$ cat src/rtl/rps_pkg.sv
// Shared constants, word types and symbol arithmetic for the rotor cipher.
package rps_pkg;

    localparam int ALPHA   = 14;
    localparam int SYM_W   = 4;
    localparam int ADDR_W  = $clog2(ALPHA * ALPHA);
    localparam int CNT_W   = $clog2(ALPHA + 1);
    localparam int SPIN_W  = 12;

    localparam logic [1:0] CMD_LOAD  = 2'd0;
    localparam logic [1:0] CMD_ROUND = 2'd1;
    localparam logic [1:0] CMD_ENC   = 2'd2;
    localparam logic [1:0] CMD_DEC   = 2'd3;

    typedef struct packed {
        logic [1:0] command;
        logic [3:0] key_row;
        logic [3:0] key_column;
        logic [3:0] key_value;
        logic [7:0] round_index;
        logic [3:0] symbol_in;
    } in_word_t;

    typedef struct packed {
        logic [3:0] symbol_out;
        logic       no_preimage;
    } out_word_t;

    // reduce any 4-bit value into the alphabet
    function automatic logic [SYM_W-1:0] mod_sym(input logic [3:0] v);
        logic [4:0] t;
        t = {1'b0, v};
        for (int k = 0; k < 8; k++) begin
            if (t >= 5'(ALPHA)) t = t - 5'(ALPHA);
        end
        return t[SYM_W-1:0];
    endfunction

    // sum of two in-range symbols, modulo the alphabet
    function automatic logic [SYM_W-1:0] mod_add(input logic [SYM_W-1:0] a,
                                                 input logic [SYM_W-1:0] b);
        logic [SYM_W:0] s;
        s = {1'b0, a} + {1'b0, b};
        if (s >= (SYM_W+1)'(ALPHA)) s = s - (SYM_W+1)'(ALPHA);
        return s[SYM_W-1:0];
    endfunction

endpackage

$ cat src/rtl/rotor_permutation_stream_cipher.sv
// Top level of the rotor permutation stream cipher: sequencer around the key RAM.
//
// Usage: a request word enters on req_valid/req_stall, one response word leaves
// on rsp_valid/rsp_stall for every request. spin_factor is written through
// cfg_we/cfg_wdata while the block is idle.
// Steps per request on the single read port of the key RAM (one read per cycle):
//   load key entry, or begin round with zero spins: straight to the response.
//   encrypt: one rotor chain, then a row update of the offsets, then the response.
//   decrypt: 14 chains (one per symbol), then a row update, then the response.
//   begin round: round_index * spin_factor spins of 14 chains and an offset add.
// The block works on one request at a time; req_stall is high while busy.
// A finished response sits in the output register, so the next request may be
// taken while the receiver holds rsp_stall high; the block then waits in its
// last step until the output register frees up.
// Reset clears the rotor offsets, spin_factor and all control state. The key
// RAM is not cleared: load every entry before it is used.
module rotor_permutation_stream_cipher (
    input  logic              clk,
    input  logic              rst_n,
    input  logic              cfg_we,
    input  logic [3:0]        cfg_wdata,
    input  logic              req_valid,
    output logic              req_stall,
    input  rps_pkg::in_word_t req_word,
    output logic              rsp_valid,
    input  logic              rsp_stall,
    output rps_pkg::out_word_t rsp_word
);
    import rps_pkg::*;

    typedef enum logic [4:0] {
        ST_IDLE  = 5'b00001,
        ST_CHAIN = 5'b00010,
        ST_UPD   = 5'b00100,
        ST_SPIN  = 5'b01000,
        ST_DONE  = 5'b10000
    } state_t;

    state_t           state_reg;
    logic [3:0]       spin_factor_reg;
    logic [SYM_W-1:0] off_reg [ALPHA];
    logic [SYM_W-1:0] perm_reg [ALPHA];
    logic [1:0]       cmd_reg;
    logic [SYM_W-1:0] tgt_reg;       // encrypt start symbol / decrypt ciphertext
    logic             full_reg;      // build the whole permutation
    logic [SPIN_W-1:0] spins_reg;
    logic [CNT_W-1:0] rot_reg;       // next rotor to issue, or update column
    logic [SYM_W-1:0] sym_reg;       // symbol whose chain is running
    logic             first_reg;
    logic             found_reg;
    logic [SYM_W-1:0] res_reg;
    logic             rsp_valid_reg;
    out_word_t        rsp_word_reg;

    logic              ram_we;
    logic [ADDR_W-1:0] ram_addr;
    logic [SYM_W-1:0]  ram_wdata;
    logic [SYM_W-1:0]  ram_rdata;

    logic [SYM_W-1:0]  x_cur;
    logic [SYM_W-1:0]  rot_idx;
    logic [SYM_W-1:0]  col;
    logic [ADDR_W-1:0] chain_addr;
    logic [ADDR_W-1:0] upd_addr;
    logic [SYM_W-1:0]  row_sel;
    logic              accept;
    logic              out_free;

    rps_ram #(.WIDTH(SYM_W), .DEPTH(ALPHA * ALPHA)) u_key_ram (
        .clk   (clk),
        .we    (ram_we),
        .addr  (ram_addr),
        .wdata (ram_wdata),
        .rdata (ram_rdata)
    );

    assign accept    = req_valid && (state_reg == ST_IDLE);
    assign req_stall = (state_reg != ST_IDLE);
    assign out_free  = !rsp_valid_reg || !rsp_stall;

    // chain step: symbol entering rotor rot_reg comes from the RAM after the first
    assign x_cur   = first_reg ? (full_reg ? sym_reg : tgt_reg) : ram_rdata;
    assign rot_idx = (rot_reg < CNT_W'(ALPHA)) ? rot_reg[SYM_W-1:0] : '0;
    assign col     = mod_add(off_reg[rot_idx], x_cur);
    assign chain_addr = ADDR_W'(32'(rot_idx) * ALPHA + 32'(col));

    // offset update reads the key row of the ciphertext symbol
    assign row_sel  = (cmd_reg == CMD_ENC) ? res_reg : tgt_reg;
    assign upd_addr = ADDR_W'(32'(row_sel) * ALPHA + 32'(rot_idx));

    always_comb
    begin
        ram_we    = 1'b0;
        ram_wdata = mod_sym(req_word.key_value);
        ram_addr  = chain_addr;
        unique case (state_reg)
            ST_IDLE:
            begin
                ram_addr = ADDR_W'(32'(req_word.key_row[SYM_W-1:0]) * ALPHA
                                   + 32'(req_word.key_column[SYM_W-1:0]));
                ram_we   = accept && (req_word.command == CMD_LOAD)
                           && (req_word.key_row < 4'(ALPHA))
                           && (req_word.key_column < 4'(ALPHA));
            end
            ST_UPD:  ram_addr = upd_addr;
            ST_CHAIN, ST_SPIN, ST_DONE: ram_addr = chain_addr;
            default: ram_addr = chain_addr;
        endcase
    end

    always_ff @(posedge clk or negedge rst_n)
    begin
        if (!rst_n)
        begin
            state_reg       <= ST_IDLE;
            spin_factor_reg <= '0;
            rsp_valid_reg   <= 1'b0;
            rsp_word_reg    <= '0;
            cmd_reg         <= CMD_LOAD;
            tgt_reg         <= '0;
            full_reg        <= 1'b0;
            spins_reg       <= '0;
            rot_reg         <= '0;
            sym_reg         <= '0;
            first_reg       <= 1'b0;
            found_reg       <= 1'b0;
            res_reg         <= '0;
            for (int i = 0; i < ALPHA; i++)
            begin
                off_reg[i]  <= '0;
                perm_reg[i] <= '0;
            end
        end
        else
        begin
            if (cfg_we) spin_factor_reg <= cfg_wdata;

            // raise valid when a response is issued, drop it once taken
            if (state_reg == ST_DONE && out_free) rsp_valid_reg <= 1'b1;
            else if (!rsp_stall)                   rsp_valid_reg <= 1'b0;

            unique case (state_reg)
                ST_IDLE:
                begin
                    if (accept)
                    begin
                        cmd_reg   <= req_word.command;
                        tgt_reg   <= mod_sym(req_word.symbol_in);
                        rot_reg   <= '0;
                        sym_reg   <= '0;
                        first_reg <= 1'b1;
                        found_reg <= 1'b0;
                        res_reg   <= '0;
                        spins_reg <= SPIN_W'(req_word.round_index) * SPIN_W'(spin_factor_reg);
                        full_reg  <= (req_word.command != CMD_ENC);
                        unique case (req_word.command)
                            CMD_LOAD: state_reg <= ST_DONE;
                            CMD_ROUND:
                            begin
                                for (int i = 0; i < ALPHA; i++) off_reg[i] <= '0;
                                if (req_word.round_index == '0 || spin_factor_reg == '0)
                                    state_reg <= ST_DONE;
                                else
                                    state_reg <= ST_CHAIN;
                            end
                            CMD_ENC, CMD_DEC: state_reg <= ST_CHAIN;
                            default: state_reg <= ST_DONE;
                        endcase
                    end
                end
                ST_CHAIN:
                begin
                    if (rot_reg < CNT_W'(ALPHA))
                    begin
                        first_reg <= 1'b0;
                        rot_reg   <= rot_reg + 1'b1;
                    end
                    else
                    begin
                        // end of chain: x_cur is the image of the start symbol
                        perm_reg[sym_reg] <= x_cur;
                        if (!full_reg) res_reg <= x_cur;
                        else if (!found_reg && x_cur == tgt_reg)
                        begin
                            found_reg <= 1'b1;
                            res_reg   <= sym_reg;
                        end
                        rot_reg   <= '0;
                        first_reg <= 1'b1;
                        if (full_reg && sym_reg != SYM_W'(ALPHA - 1))
                            sym_reg <= sym_reg + 1'b1;
                        else if (cmd_reg == CMD_ROUND)
                            state_reg <= ST_SPIN;
                        else
                            state_reg <= ST_UPD;
                    end
                end
                ST_UPD:
                begin
                    if (rot_reg != '0)
                        off_reg[rot_reg[SYM_W-1:0] - 1'b1] <=
                            mod_add(off_reg[rot_reg[SYM_W-1:0] - 1'b1], ram_rdata);
                    if (rot_reg == CNT_W'(ALPHA))
                        state_reg <= ST_DONE;
                    else
                        rot_reg <= rot_reg + 1'b1;
                end
                ST_SPIN:
                begin
                    // add the whole permutation to the offsets
                    for (int i = 0; i < ALPHA; i++)
                        off_reg[i] <= mod_add(off_reg[i], perm_reg[i]);
                    spins_reg <= spins_reg - 1'b1;
                    sym_reg   <= '0;
                    rot_reg   <= '0;
                    first_reg <= 1'b1;
                    if (spins_reg == SPIN_W'(1)) state_reg <= ST_DONE;
                    else                         state_reg <= ST_CHAIN;
                end
                ST_DONE:
                begin
                    // hold until the output register is free
                    if (out_free)
                    begin
                        rsp_word_reg.symbol_out <= ((cmd_reg == CMD_ENC) ||
                            (cmd_reg == CMD_DEC && found_reg)) ? res_reg : '0;
                        rsp_word_reg.no_preimage <= (cmd_reg == CMD_DEC) && !found_reg;
                        state_reg <= ST_IDLE;
                    end
                end
                default: state_reg <= ST_IDLE;
            endcase
        end
    end

    assign rsp_valid = rsp_valid_reg;
    assign rsp_word  = rsp_word_reg;
endmodule

$ cat src/rtl/rps_ram.sv
// Generic single-port RAM with registered read.
module rps_ram #(
    parameter int WIDTH = 4,
    parameter int DEPTH = 196
) (
    input  logic                     clk,
    input  logic                     we,
    input  logic [$clog2(DEPTH)-1:0] addr,
    input  logic [WIDTH-1:0]         wdata,
    output logic [WIDTH-1:0]         rdata
);
    logic [WIDTH-1:0] mem [DEPTH];

    always_ff @(posedge clk)
    begin
        if (we) mem[addr] <= wdata;
        rdata <= mem[addr];
    end
endmodule

$ cat config.mk
export PLATFORM = sky130hd
export DESIGN_NAME = rotor_permutation_stream_cipher
export DESIGN_NICKNAME = d
export VERILOG_FILES = /design/src/rtl/rps_pkg.sv /design/src/rtl/rotor_permutation_stream_cipher.sv /design/src/rtl/rps_ram.sv
export SDC_FILE = /design/constraint.sdc
export NUM_CORES = 2
export LEC_CHECK = 0
export CAP_MARGIN = 20
export CORE_MARGIN = 4
export CORE_UTILIZATION = 30
export DETAILED_ROUTE_END_ITERATION = 10
export DONT_BUFFER_PORTS = 1
export GPL_TIMING_DRIVEN = 1
export PLACE_DENSITY_LB_ADDON = 0.05
export RECOVER_POWER = 100
export SLEW_MARGIN = 20
export SYNTH_ARGS = -nofsm -noshare
export SYNTH_HDL_FRONTEND = slang
export SYNTH_SLANG_ARGS = --single-unit
$ cat constraint.sdc
create_clock -name clk -period 6.75 [get_ports clk]
set_input_delay 1.35 -clock clk [delete_from_list [all_inputs] [get_ports clk]]
set_output_delay 1.35 -clock clk [all_outputs]
set_load 0.02 [all_outputs]
==> qor.yml <==
cells_and_area:
  fillers: 15400
  drive_gt1_frac: 0.175
  largest_reg_flops: 784
  instances_no_fill: 6664
  area_delta_synth_final_pct: 20.8
  final_nets: 4756
  post-route-util: 0.365
  antennaDiodeCount: 0
clocking:
  cts_buffer_depth: 3
  h-tree-depth: 3
  root_buffer: "clkbuf_16"
  cts.reportedPaths.clkPinSlew_ns: 0.06
  cts_tree: "yes"
  cts_buffers: 112
  clkLatencyLatePin_ns: 0.76
  cts.sinks: 948
floorplanning:
  core_area_sq_um: 156000
  core.rowCount: 145
  die_h_um: 405
  start_util: 0.302
  die_w_um: 405
  dieArea_sq_um: 164000
  num_io_pins: 42
grt:
  antenna_found_initial: 2
  grt_max_degree: 197
  gr-total-overflow: 0
  grtUsageTotal: 0.194
  grt_first_pass_wirelength_um: 236000
  grt_pass1_vias: 33900
run_status:
  outcome: "finished, violations left"
  violations: "setup timing"
flow_run:
  drv_cap: 0
worst_setup_path:
  critPathSlowestCell: "or4_4"
  critical_path_class: "in2reg"
  cp.required_ns: 7.20
  cp.arrival_ns: 7.42
  crit_path_max_incr_delay_ns: 0.42
  start_kind: "input pin"
  end_kind: "register"
  crit_top_cell: "ha_4"
  cp_max_fo: 34
sta:
  setup_viol: 570
  finalMaxSlewViolations: 0
  rsz0062_at_grt: "yes"
  tightest_slew_ns: 1.18
  setup_ws_ns: -0.218
  finalClockSkew_ns: 0.0608
  fin_crit_sh: 1.03
  hold_viol_final: 0
  fin_crit_ns: 6.97
  relSlewSlack: 0.212
  fmaxAchievable_mhz: 144
synthesis:
  yosys_warnings: 0
  synthFlopType: "edfxtp_1"
  async_flop_share: 0.169
  yosysSeqAreaShare: 0.585
  syn-cell-area_sq_um: 47200
  synth_fp_nets: 4444
  synth_edf_count: 784
  syn_avg_cell_area_sq_um: 11.2
  synthCells: 4212
  synth-seq-cells: 948
  ys_types: 101
min_path:
  hold_class: "in2async"
route:
  drt-pass1-iter-count: 5
  drtAntennaViolNets: 0
  routed-via-count: 34000
  drc: 0
  finalWirelength_um: 161000
  vias_per_cell: 5.11
  post_drt_wl_per_cell_um: 24.1
  dr.first_iter.drc_count: 2418
place:
  routabilityCongestion: 0.799
  dp_hpwl_um: 105000
  io_buffers: 0
  dp.cells: 6443
final cells by class:
type | count | area (sq um) | area share
sequential | 948 | 27600 | 0.484
inverter | 104 | 394 | 0.00691
clock inverter | 43 | 395 | 0.00693
timing repair buffer | 449 | 4280 | 0.0750
clock buffer | 153 | 3040 | 0.0532
multi-input combinational | 2909 | 18800 | 0.329
tap | 2058 | 2570 | 0.0451
what timing repair did:
action	in CTS	in global routing
pin swaps	2	10
gates resized for setup	10	40
gates cloned	2	9
setup endpoints to repair	611	1360
hold buffers	0	0
buffers inserted	6	9
cell usage in the layout (no fill, tap or decap), drive strengths merged, types with 19 or more instances in the layout:
master and count:
nand2 974, edfxtp 784, buf 430, nor2 288, nand3 261, clkbuf 172, dfrtp 159, ha 156
a311oi 136, and3 112, a21oi 110, inv 104, o21ai 83, mux2 82, a31oi 62, xor2 55
o22ai 48, xnor2 46, a21o 45, nor3 44, a22o 43, fa 41, mux2i 41, clkinv 38
nor2b 24, and2 20, a221oi 19
logic make-up after synthesis:
family / synth area share
fa+ha+maj: 0.0587
flops: 0.585
xor+xnor: 0.0190
simple gates: 0.164
compound gates: 0.105
mux: 0.0360
buf+inv: 0.0320
worst paths after layout:
check,slack [ns],depth (start not counted),end,startpoint
worst max-delay path,-0.22,34,u_key_ram.mem[72][3]$_DFFE_PP_,req_word[13]
worst min-delay path,0.34,0,perm_reg[53]$_DFFE_PN0P_,rst_n
min in group clk,0.50,2,spins_reg[10]$_DFFE_PN0P_,spins_reg[10]$_DFFE_PN0P_
max in group asynchronous,6.07,0,perm_reg[33]$_DFFE_PN0P_,rst_n
worst max register to register,0,25,u_key_ram.mem[77][0]$_DFFE_PP_,rot_reg[0]$_DFFE_PN0P_
worst min register to register,0.50,2,spins_reg[10]$_DFFE_PN0P_,spins_reg[10]$_DFFE_PN0P_
routing by layer:
layer | GRT usage | vias to the layer above | routed length, um | part of all wire
li1 | - | 16100 | - | -
met1 | 0.267 | 17100 | 74100 | 0.46
met2 | 0.316 | 694 | 75300 | 0.47
met3 | 0.0303 | 233 | 6790 | 0.042
met4 | 0.0554 | 2 | 4780 | 0.030
met5 | 0 | - | 13 | 0.000081
through the flow:
stage               setup TNS, ns  cell area, sq um  setup WS [ns]  hold slack (ns)
floorplan                -1587.50             47700          -2.95            0.451
global placement          -596.68             53100          -1.13            0.499
detailed placement        -600.59             53100          -1.13            0.496
CTS                        -70.49             56700         -0.204            0.271
global route              -316.37             57100         -0.434            0.280
finish                     -73.48             57100         -0.218            0.337
critical path, delay by kind of cell:
family	cells	cell delay [ns]
adders and majority gates	8	1.34
xor gates and xnor gates	1	0.16
and+or+nand+nor	6	1.25
buffers and inverters	7	0.71
AOI/OAI and AO/OA	6	0.95
muxes	6	1.59
cells in the mapped netlist, drive strengths merged (5+ instances only):
cell type  number  area share
nand2         974       0.078
edfxtp        784        0.50
nor2          288       0.023
nand3         261       0.028
dfrtp         159       0.084
ha            156       0.041
clkbuf        138       0.011
a311oi        136       0.025
buf           113       0.013
and3          112       0.015
a21oi         110       0.012
inv           102      0.0081
o21ai          83      0.0092
mux2           82       0.020
a31oi          62      0.0082
xor2           55       0.010
o22ai          48      0.0065
xnor2          46      0.0087
a21o           45      0.0072
nor3           44      0.0049
a22o           43      0.0080
fa             41       0.017
mux2i          41      0.0087
nor2b          24      0.0032
and2           20      0.0026
a221oi         19      0.0039
a32oi          18      0.0033
mux4           16      0.0076
nand2b         14      0.0019
o32a           14      0.0030
a211oi         12      0.0020
nand4          11      0.0015
nor4           11      0.0015
o211ai         10      0.0017
or3            10      0.0013
a22oi           9      0.0015
nor3b           9      0.0015
o21a            9      0.0014
o221ai          8      0.0017
o31ai           8      0.0013
a21boi          7      0.0013
nand3b          5     0.00079
Power is left out: the tool's default activity adds up to more than one toggle a clock period on the data nets, which glitch-free logic cannot reach.
